`src/hdl/simrank_pairwise_iteration_core_macros.svh`:
```
// Assertion macros for the SimRank core sequencer.
`ifndef SIMRANK_PAIRWISE_ITERATION_CORE_MACROS_SVH
`define SIMRANK_PAIRWISE_ITERATION_CORE_MACROS_SVH

// Same-cycle implication, checked on every rising clock edge outside reset.
`define SPI_ASSERT_NOW(label, clk, rst, ante, cons, msg) \
   label: assert property (@(posedge clk) disable iff (rst) (ante) |-> (cons)) \
      else $error(msg);

// Next-cycle implication, checked on every rising clock edge outside reset.
`define SPI_ASSERT_NEXT(label, clk, rst, ante, cons, msg) \
   label: assert property (@(posedge clk) disable iff (rst) (ante) |=> (cons)) \
      else $error(msg);

`endif

```
`src/hdl/spi_pkg.sv`:
```
// Types and constants shared by the SimRank core modules.
`timescale 1ns / 1ps
package spi_pkg;
   localparam int VTX_BITS  = 6;
   localparam int NUM_VTX   = 64;
   localparam int ADDR_BITS = 12;
   localparam int NUM_CELLS = 4096;
   localparam int SCORE_W   = 16;
   localparam int PART_W    = 22;
   localparam int ACC_W     = 28;
   localparam int DEG_W     = 7;
   localparam int DEN_W     = 13;
   localparam int DECAY_W   = 16;
   localparam int PROD_W    = 44;
   localparam int CNT_W     = 7;
   localparam int SWEEP_W   = 8;

   localparam logic [SCORE_W-1:0] SCORE_ONE = 16'h8000;

   // Request commands.
   localparam logic [1:0] CMD_CLEAR = 2'd0;
   localparam logic [1:0] CMD_ADD   = 2'd1;
   localparam logic [1:0] CMD_RUN   = 2'd2;
   localparam logic [1:0] CMD_READ  = 2'd3;

   // Register indexes.
   localparam logic [1:0] REG_DECAY  = 2'd0;
   localparam logic [1:0] REG_SWEEPS = 2'd1;
   localparam logic [1:0] REG_VCOUNT = 2'd2;

   // Accumulator sources.
   localparam logic [1:0] ACC_NONE  = 2'd0;
   localparam logic [1:0] ACC_ADJ   = 2'd1;
   localparam logic [1:0] ACC_SCORE = 2'd2;
   localparam logic [1:0] ACC_PART  = 2'd3;

   // Score write sources.
   localparam logic [1:0] WSEL_ZERO = 2'd0;
   localparam logic [1:0] WSEL_ONE  = 2'd1;
   localparam logic [1:0] WSEL_QUOT = 2'd2;

   typedef struct packed {
      logic                 adj_we;
      logic                 adj_wd;
      logic [ADDR_BITS-1:0] adj_waddr;
      logic [ADDR_BITS-1:0] adj_raddr;
      logic                 score_we;
      logic [1:0]           score_wsel;
      logic [ADDR_BITS-1:0] score_waddr;
      logic [ADDR_BITS-1:0] score_raddr;
      logic                 part_we;
      logic [ADDR_BITS-1:0] part_waddr;
      logic [ADDR_BITS-1:0] part_raddr;
      logic                 deg_we;
      logic [VTX_BITS-1:0]  deg_waddr;
      logic [VTX_BITS-1:0]  deg_raddr0;
      logic [VTX_BITS-1:0]  deg_raddr1;
      logic                 acc_clr;
      logic [1:0]           acc_src;
      logic                 mul_ld;
      logic                 div_start;
   } dp_cmd_type;

   typedef struct packed {
      logic               deg_zero;
      logic               div_done;
      logic [SCORE_W-1:0] score_q;
   } dp_status_type;
endpackage

```
`src/hdl/spi_ctrl.sv`:
```
// Command sequencer: request handling, clearing pass, degree count and sweep loops.
`timescale 1ns / 1ps
module spi_ctrl
   import spi_pkg::*;
(
   input  logic               clock,
   input  logic               reset,
   input  logic               req_valid,
   output logic               req_ready,
   input  logic [1:0]         req_command,
   input  logic [VTX_BITS-1:0] req_first,
   input  logic [VTX_BITS-1:0] req_second,
   output logic               rsp_valid,
   input  logic               rsp_ready,
   output logic [SCORE_W-1:0] rsp_score,
   output logic               rsp_bad,
   input  logic [CNT_W-1:0]   vtx_used,
   input  logic [SWEEP_W-1:0] sweeps,
   input  dp_status_type      status,
   output dp_cmd_type         cmd
);
   `include "simrank_pairwise_iteration_core_macros.svh"

   localparam logic [4:0] ST_CLEAR    = 5'd0;
   localparam logic [4:0] ST_IDLE     = 5'd1;
   localparam logic [4:0] ST_READ     = 5'd2;
   localparam logic [4:0] ST_DEG_RD   = 5'd3;
   localparam logic [4:0] ST_DEG_WAIT = 5'd4;
   localparam logic [4:0] ST_DEG_WR   = 5'd5;
   localparam logic [4:0] ST_A_RD     = 5'd6;
   localparam logic [4:0] ST_A_WAIT   = 5'd7;
   localparam logic [4:0] ST_A_WR     = 5'd8;
   localparam logic [4:0] ST_B_PAIR   = 5'd9;
   localparam logic [4:0] ST_B_RD     = 5'd10;
   localparam logic [4:0] ST_B_WAIT   = 5'd11;
   localparam logic [4:0] ST_B_MUL    = 5'd12;
   localparam logic [4:0] ST_B_DIVS   = 5'd13;
   localparam logic [4:0] ST_B_DIVW   = 5'd14;
   localparam logic [4:0] ST_B_WR     = 5'd15;

   logic [4:0]           state_ff, state_in;
   logic [VTX_BITS-1:0]  x_ff, x_in, y_ff, y_in, z_ff, z_in;
   logic [ADDR_BITS-1:0] clr_ff, clr_in;
   logic                 clr_rsp_ff, clr_rsp_in;
   logic [SWEEP_W-1:0]   sweep_ff, sweep_in;
   logic [1:0]           wsel_ff, wsel_in;
   logic                 rsp_valid_ff, rsp_valid_in;
   logic [SCORE_W-1:0]   rsp_score_ff, rsp_score_in;
   logic                 rsp_bad_ff, rsp_bad_in;
   logic                 last_x, last_y, last_z, fire, bad;

   assign last_x    = {1'b0, x_ff} == vtx_used - 7'd1;
   assign last_y    = {1'b0, y_ff} == vtx_used - 7'd1;
   assign last_z    = {1'b0, z_ff} == vtx_used - 7'd1;
   assign req_ready = (state_ff == ST_IDLE) && (!rsp_valid_ff || rsp_ready);
   assign fire      = req_valid && req_ready;
   assign bad       = ({1'b0, req_first} >= vtx_used) || ({1'b0, req_second} >= vtx_used);

   // Next state, loop counters, response and datapath commands.
   always_comb begin
      state_in     = state_ff;
      x_in         = x_ff;
      y_in         = y_ff;
      z_in         = z_ff;
      clr_in       = clr_ff;
      clr_rsp_in   = clr_rsp_ff;
      sweep_in     = sweep_ff;
      wsel_in      = wsel_ff;
      rsp_valid_in = rsp_valid_ff && !rsp_ready;
      rsp_score_in = rsp_score_ff;
      rsp_bad_in   = rsp_bad_ff;
      cmd            = '0;
      cmd.deg_raddr0 = x_ff;
      cmd.deg_raddr1 = y_ff;
      unique case (state_ff)
         ST_CLEAR: begin
            cmd.adj_we      = 1'b1;
            cmd.adj_waddr   = clr_ff;
            cmd.score_we    = 1'b1;
            cmd.score_waddr = clr_ff;
            cmd.score_wsel  = (clr_ff[11:6] == clr_ff[5:0]) ? WSEL_ONE : WSEL_ZERO;
            clr_in          = clr_ff + 12'd1;
            if (clr_ff == '1) begin
               state_in = ST_IDLE;
               if (clr_rsp_ff) begin
                  rsp_valid_in = 1'b1;
                  rsp_score_in = '0;
                  rsp_bad_in   = 1'b0;
               end
            end
         end
         ST_IDLE: begin
            cmd.score_raddr = {req_first, req_second};
            if (fire) begin
               rsp_score_in = '0;
               rsp_bad_in   = 1'b0;
               unique case (req_command)
                  CMD_CLEAR: begin
                     clr_in     = '0;
                     clr_rsp_in = 1'b1;
                     state_in   = ST_CLEAR;
                  end
                  CMD_RUN: begin
                     if (vtx_used == '0 || sweeps == '0) begin
                        rsp_valid_in = 1'b1;
                     end else begin
                        x_in     = '0;
                        z_in     = '0;
                        state_in = ST_DEG_RD;
                     end
                  end
                  CMD_ADD: begin
                     rsp_valid_in  = 1'b1;
                     rsp_bad_in    = bad;
                     cmd.adj_we    = !bad;
                     cmd.adj_wd    = 1'b1;
                     cmd.adj_waddr = {req_first, req_second};
                  end
                  default: begin
                     if (bad) begin
                        rsp_valid_in = 1'b1;
                        rsp_bad_in   = 1'b1;
                     end else begin
                        state_in = ST_READ;
                     end
                  end
               endcase
            end
         end
         ST_READ: begin
            rsp_valid_in = 1'b1;
            rsp_score_in = status.score_q;
            rsp_bad_in   = 1'b0;
            state_in     = ST_IDLE;
         end
         ST_DEG_RD: begin
            cmd.adj_raddr = {z_ff, x_ff};
            cmd.acc_src   = ACC_ADJ;
            cmd.acc_clr   = z_ff == '0;
            z_in          = z_ff + 6'd1;
            if (last_z) begin
               state_in = ST_DEG_WAIT;
            end
         end
         ST_DEG_WAIT: begin
            state_in = ST_DEG_WR;
         end
         ST_DEG_WR: begin
            cmd.deg_we    = 1'b1;
            cmd.deg_waddr = x_ff;
            z_in          = '0;
            state_in      = ST_DEG_RD;
            x_in          = x_ff + 6'd1;
            if (last_x) begin
               x_in     = '0;
               y_in     = '0;
               sweep_in = '0;
               state_in = ST_A_RD;
            end
         end
         ST_A_RD: begin
            cmd.adj_raddr   = {z_ff, y_ff};
            cmd.score_raddr = {x_ff, z_ff};
            cmd.acc_src     = ACC_SCORE;
            cmd.acc_clr     = z_ff == '0;
            z_in            = z_ff + 6'd1;
            if (last_z) begin
               state_in = ST_A_WAIT;
            end
         end
         ST_A_WAIT: begin
            state_in = ST_A_WR;
         end
         ST_A_WR: begin
            cmd.part_we    = 1'b1;
            cmd.part_waddr = {x_ff, y_ff};
            z_in           = '0;
            state_in       = ST_A_RD;
            y_in           = y_ff + 6'd1;
            if (last_y) begin
               y_in = '0;
               x_in = x_ff + 6'd1;
               if (last_x) begin
                  x_in     = '0;
                  state_in = ST_B_PAIR;
               end
            end
         end
         ST_B_PAIR: begin
            z_in = '0;
            if (x_ff == y_ff) begin
               wsel_in  = WSEL_ONE;
               state_in = ST_B_WR;
            end else begin
               state_in = ST_B_RD;
            end
         end
         ST_B_RD: begin
            cmd.adj_raddr  = {z_ff, x_ff};
            cmd.part_raddr = {z_ff, y_ff};
            cmd.acc_src    = ACC_PART;
            cmd.acc_clr    = z_ff == '0;
            z_in           = z_ff + 6'd1;
            if (last_z) begin
               state_in = ST_B_WAIT;
            end
         end
         ST_B_WAIT: begin
            state_in = ST_B_MUL;
         end
         ST_B_MUL: begin
            if (status.deg_zero) begin
               wsel_in  = WSEL_ZERO;
               state_in = ST_B_WR;
            end else begin
               cmd.mul_ld = 1'b1;
               state_in   = ST_B_DIVS;
            end
         end
         ST_B_DIVS: begin
            cmd.div_start = 1'b1;
            state_in      = ST_B_DIVW;
         end
         ST_B_DIVW: begin
            if (status.div_done) begin
               wsel_in  = WSEL_QUOT;
               state_in = ST_B_WR;
            end
         end
         ST_B_WR: begin
            cmd.score_we    = 1'b1;
            cmd.score_waddr = {x_ff, y_ff};
            cmd.score_wsel  = wsel_ff;
            state_in        = ST_B_PAIR;
            y_in            = y_ff + 6'd1;
            if (last_y) begin
               y_in = '0;
               x_in = x_ff + 6'd1;
               if (last_x) begin
                  // One sweep finished.
                  x_in     = '0;
                  sweep_in = sweep_ff + 8'd1;
                  state_in = ST_A_RD;
                  if (sweep_ff + 8'd1 == sweeps) begin
                     rsp_valid_in = 1'b1;
                     rsp_score_in = '0;
                     rsp_bad_in   = 1'b0;
                     state_in     = ST_IDLE;
                  end
               end
            end
         end
         default: begin
            state_in = ST_IDLE;
         end
      endcase
   end

   // Control and response registers.
   always_ff @(posedge clock) begin
      x_ff         <= x_in;
      y_ff         <= y_in;
      z_ff         <= z_in;
      sweep_ff     <= sweep_in;
      wsel_ff      <= wsel_in;
      rsp_score_ff <= rsp_score_in;
      rsp_bad_ff   <= rsp_bad_in;
      if (reset) begin
         state_ff     <= ST_CLEAR;
         clr_ff       <= '0;
         clr_rsp_ff   <= 1'b0;
         rsp_valid_ff <= 1'b0;
      end else begin
         state_ff     <= state_in;
         clr_ff       <= clr_in;
         clr_rsp_ff   <= clr_rsp_in;
         rsp_valid_ff <= rsp_valid_in;
      end
   end

   assign rsp_valid = rsp_valid_ff;
   assign rsp_score = rsp_score_ff;
   assign rsp_bad   = rsp_bad_ff;

   `SPI_ASSERT_NOW(a_no_overwrite, clock, reset, fire, !rsp_valid_ff || rsp_ready, "accepted while a result waits")
   `SPI_ASSERT_NOW(a_sweep_in_range, clock, reset, state_ff == ST_B_WR, ({1'b0, x_ff} < vtx_used) && ({1'b0, y_ff} < vtx_used), "sweep write outside the vertices in use")
   `SPI_ASSERT_NEXT(a_div_to_write, clock, reset, state_ff == ST_B_DIVW && status.div_done, state_ff == ST_B_WR && wsel_ff == WSEL_QUOT, "quotient not written after divide")
   `SPI_ASSERT_NEXT(a_clear_ends_idle, clock, reset, state_ff == ST_CLEAR && clr_ff == '1, state_ff == ST_IDLE, "clearing pass did not end")
endmodule

```
`config.mk`:
```
export PLATFORM = sky130hd
export DESIGN_NAME = spi_ctrl
export DESIGN_NICKNAME = d
export VERILOG_FILES = /design/src/hdl/spi_pkg.sv /design/src/hdl/spi_ctrl.sv
export VERILOG_INCLUDE_DIRS = /design/src /design/src/hdl
export SDC_FILE = /design/constraint.sdc
export NUM_CORES = 1
export LEC_CHECK = 0
export BUFFER_PORTS_ARGS = -buffer_cell sky130_fd_sc_hd__buf_2
export CAP_MARGIN = 10
export CORE_MARGIN = 4
export CORE_UTILIZATION = 33
export CTS_CLUSTER_DIAMETER = 50
export DETAILED_ROUTE_END_ITERATION = 12
export GPL_ROUTABILITY_DRIVEN = 0
export PLACE_DENSITY = 0.53
export SLEW_MARGIN = 20
export SYNTH_ARGS = -nofsm -noshare
export SYNTH_HDL_FRONTEND = slang
export SYNTH_SLANG_ARGS = --single-unit
export TNS_END_PERCENT = 10
```
`constraint.sdc`:
```
create_clock -name clock -period 10.25 [get_ports clock]
set_input_delay 1.025 -clock clock [delete_from_list [all_inputs] [get_ports clock]]
set_output_delay 1.025 -clock clock [all_outputs]
set_load 0.01 [all_outputs]
```
* Word-level counts from Yosys, hierarchy flattened
Index checks and enable logic that the tools add are counted.
Storage, ports and cells: flip-flop bits (word level) 64, latch bits 0, RAM bits 0, bits in read-only memories 0, bits of input ports 51, output and inout port bits 121, word-level logic and storage cells 179, memories kept 0
Cells by class: add/subtract/negate cells 6, multipliers 0, div/mod/pow operators 0, order comparisons 2, eq/ne operators 44, shifts and indexed selects 0, muxes and demuxes 81, bitwise operators 0, reduce and logical (&&, ||, !) cells 35
Operators with widths (number):
- $mux 16 | 6
- $pmux 12 s2 | 4
- $pmux 5 s15 | 1
- $pmux 16 s4 | 1
- $mux 6 | 7
- $eq 5x4->1 const B | 8
- $mux 5 | 8
- $mux 12 | 3
- $pmux 6 s3 | 2
- $ne 2x2->1 const B | 15
- $pmux 15 s2 | 1
- $mux 14 | 2
- $mux 8 | 3
- $eq 6x7->1 | 3
- $eq 5x3->1 const B | 4
- $mux 1 | 20
- $add 6x1->6 const B | 3
- $mux 4 | 4
- $pmux 8 s2 | 1
- $pmux 5 s3 | 1
- $ge 6x7->1 | 2
- $mux 13 | 1
- $add 12x1->12 const B | 1
- $eq 12x12->1 const B | 1
- other kinds (39) | 66

* Longest topological paths before layout
word-level depth 6, gate-level depth with buffers 10

* Least setup slack after synthesis
Ideal clock, no wire load.
path kind input to register, from input vtx_used[0], to register sweep_ff[0], enable pin, library setup time 0.419 ns, data arrival time 4.059 ns, required time 9.831 ns, path slack 5.772 ns, stages 10, buffers on the path 1, path through clkbuf_1 -> inv_1 -> ha_1 -> nor3b_4 -> xnor2_1 -> xnor2_1 -> nor4_1 -> and2_1 -> a21oi_1 -> a2111oi_0
On the way: longest elaborated chain between the ends 4, elaborated cells between the ends (all ways) 7
RTL lines:
- from (decl) | line spi_ctrl.sv:17 | input logic [CNT_W-1:0] vtx_used,
- $sub 7x1->7 * | line spi_ctrl.sv:52, spi_ctrl.sv:53
- $eq 6x7->1, on equally long branches | line spi_ctrl.sv:53, spi_ctrl.sv:52
- $ne 2x2->1 (no source line)
- $reduce_and 4->1 (no source line) *
- to (signal assigned) | line spi_ctrl.sv:264 | sweep_ff <= sweep_in;
- to (decl) | line spi_ctrl.sv:45 | logic [SWEEP_W-1:0] sweep_ff, sweep_in;
Mark *: on every way between the ends. The rest lies on a longest branch, timed or not. A chain may end at the register's enable or synchronous reset.

==> reports/metrics.yaml <==
routed_via_density: 5.44
r2r_end: "z_ff[0]"
p_leak_nw: 2.77
cts_max_level: 3
drcViolationCount: 0
final_nets: 835
insertedDiodeCount: 0
dr.pass1.iters: 5
post_cts_buffers: 0
syn_nets: 685
ys_seq_area_share_pct: 34.0
reg2reg_from: "state_ff[0]"
tritoncts: "done"
cts_root_buf: "clkbuf_16"
port-buffer-count: 171
n_fill_cell: 1527
path_clk_slew_ns: 0.06
worstPathArrival_ns: 3.07
final_hold_viol_count: 0
die_y_um: 132
rsz0062_at_grt: "false"
clk_latency_ns: 0.35
synthFlopType: "edfxtp_1"
core_um2: 14800
grt_remaining_overflow: 0
r2r_cells: 6
fin_crit_sh_pct: 40.0
startpoint_type: "flop"
dp_hpwl_um: 15100
ir_drop_mv: 0.0861
cts.hold.buffers_added: 0
hp-start: "clr_rsp_ff"
die_area_um2: 17300
grt_pass1_vias: 5061
post-place-ws_ns: 6.36
synth_edf_count: 45
hold_path.class: "reg -> reg"
multiInputGateArea_um2: 3050
power.density_nw_per_um2: 117
crit_required_ns: 9.23
die_w_um: 132
async_reset_ff_share_pct: 0
drive_gt1_share_pct: 27.2
skew_ns: 0.00830
rows: 44
busiest_layer: "met2"
syn2layout_area_growth_pct: 26.0
worst_slack_ns: 6.15
antenna_found_initial: 0
cts.path.max_buffers: 2
fin_setup_tns_ns: 0
setup_viol: 0
avgRoutedWirePerCell_um: 20.1
path_class: "reg -> out"
yosysWarnings: 0
syn_inst: 614
seq_area_um2: 1710
gr-usage-met1_pct: 28.5
cts_resized: 0
final_common_cell: "buf_2"
netlist-cell-type-count: 64
grt_pass1_wl_um: 29500
ant_nets: 0
whs_path_depth: 2
syn_area_um2: 5040
relSlewSlack_pct: 31.1
wl_um: 19100
outcome: "finished clean"
hold_path_end: "clr_rsp_ff"
slew_violations: 0
fmax_mhz: 244
cap_violations: 0
met2_usage_pct: 35.9
track_usage_pct: 21.8
cts_num_sinks: 63
power_uw: 742
ff2ff_setup_slack_ns: 7.10
tightest_slew_ns: 1.02
worstPathMaxFanout: 19
grt_start_max_net_pins: 24
met3_usage_pct: 4.85
mostFrequentLayoutCells: "171 x buf_2, 74 x nor2_1, 72 x nand2_1"
initial_core_util_pct: 34.2
finalCriticalPeriod_ns: 4.10
ys_ff_latch: 63
cts_buffers: 9
vias: 5180
ios: 172
drt-initial-drc-count: 602
end_kind: "output port"
avgSynthCellArea_um2: 8.21
==> sequential cells by signal (all words and copies together), names as in the netlist <==
register    count
sweep_ff        8
rsp_valid       1
wsel_ff         2
x_ff            6
y_ff            6
z_ff            6
clr_rsp_ff      1
clr_ff         12
rsp_score      16
state_ff        4
rsp_bad         1
==> through the flow <==
stage	area, um2	std cells	util [%]	hold slack (ns)
global route	6350	953	43.0	0.533
CTS	6350	953	43.0	0.494
detailed placement	6020	937	40.8	0.481
global placement	6020	937	40.8	0.477
finish	6350	953	43.0	0.500
floorplan	5040	614	-	0.441
==> cell type report <==
type,count,area share (%)
sequential,63,27.0
inverter,34,2.01
timing repair buffer,177,14.2
tap,184,3.63
clock buffer,9,3.55
clock inverter,7,1.62
multi-input combinational,479,48.0
==> how the worst max path moves through the flow <==
stage	startpoint	end	cells after the start
detailed placement	vtx_used[1]	sweep_ff[4]	11
global placement	req_first[0]	cmd[101]	9
finish	state_ff[0]	cmd[94]	6
global route	state_ff[0]	cmd[94]	6
floorplan	vtx_used[0]	sweep_ff[0]	10
CTS	state_ff[0]	cmd[94]	6
==> layer usage <==
metal | wire length, um | share of wire [%]
met1 | 8080 | 42
met2 | 9200 | 48
met3 | 1330 | 6.9
met4 | 520 | 2.7
met5 | 0 | 0
==> critical path, cell delays in order (launching register included) <==
cell     delay, ns
dfxtp_1       0.77
nor4b_4       0.31
buf_4         0.29
nand3_1       0.22
or2_2         0.46
o31ai_1       0.44
buf_2         0.22
==> cells by family after synthesis <==
kind of cell / count (synthesis) / synth area share, %
DFF: 63 / 34.0
buffers and inverters: 72 / 5.54
and+or+nand+nor: 275 / 26.7
xor gates and xnor gates: 74 / 13.3
muxes: 4 / 0.919
adders and majority gates: 20 / 4.97
AOI/OAI and AO/OA: 106 / 14.7
==> where the power goes <==
part           leakage [nW]  total, mW  switching, mW  internal [mW]
Sequential            0.534      0.283        0.00920          0.274
Clock                 0.157      0.344          0.128          0.216
Combinational          2.07      0.115         0.0698         0.0448
Total                  2.77      0.742          0.207          0.535
==> synthesized netlist by cell type, types with 5 or more instances <==
library cell  number  share of area, %
nor2_1            74               5.5
nand2_1           72               5.4
edfxtp_1          45                27
xnor2_1           45               7.8
inv_1             34               2.5
clkbuf_1          32               2.4
nor3_1            32               3.2
o21ai_0           32               3.2
and2_1            31               3.8
xor2_1            27               4.7
nand3_1           24               2.4
a21oi_1           21               2.1
ha_1              20               5.0
dfxtp_1           18               7.2
a22o_1             9               1.6
nand2b_1           7              0.87
and3_1             6              0.75
nand4_1            6              0.75
a21o_1             5              0.75
nor4_1             5              0.62
(Power assumes the default switching activity.)
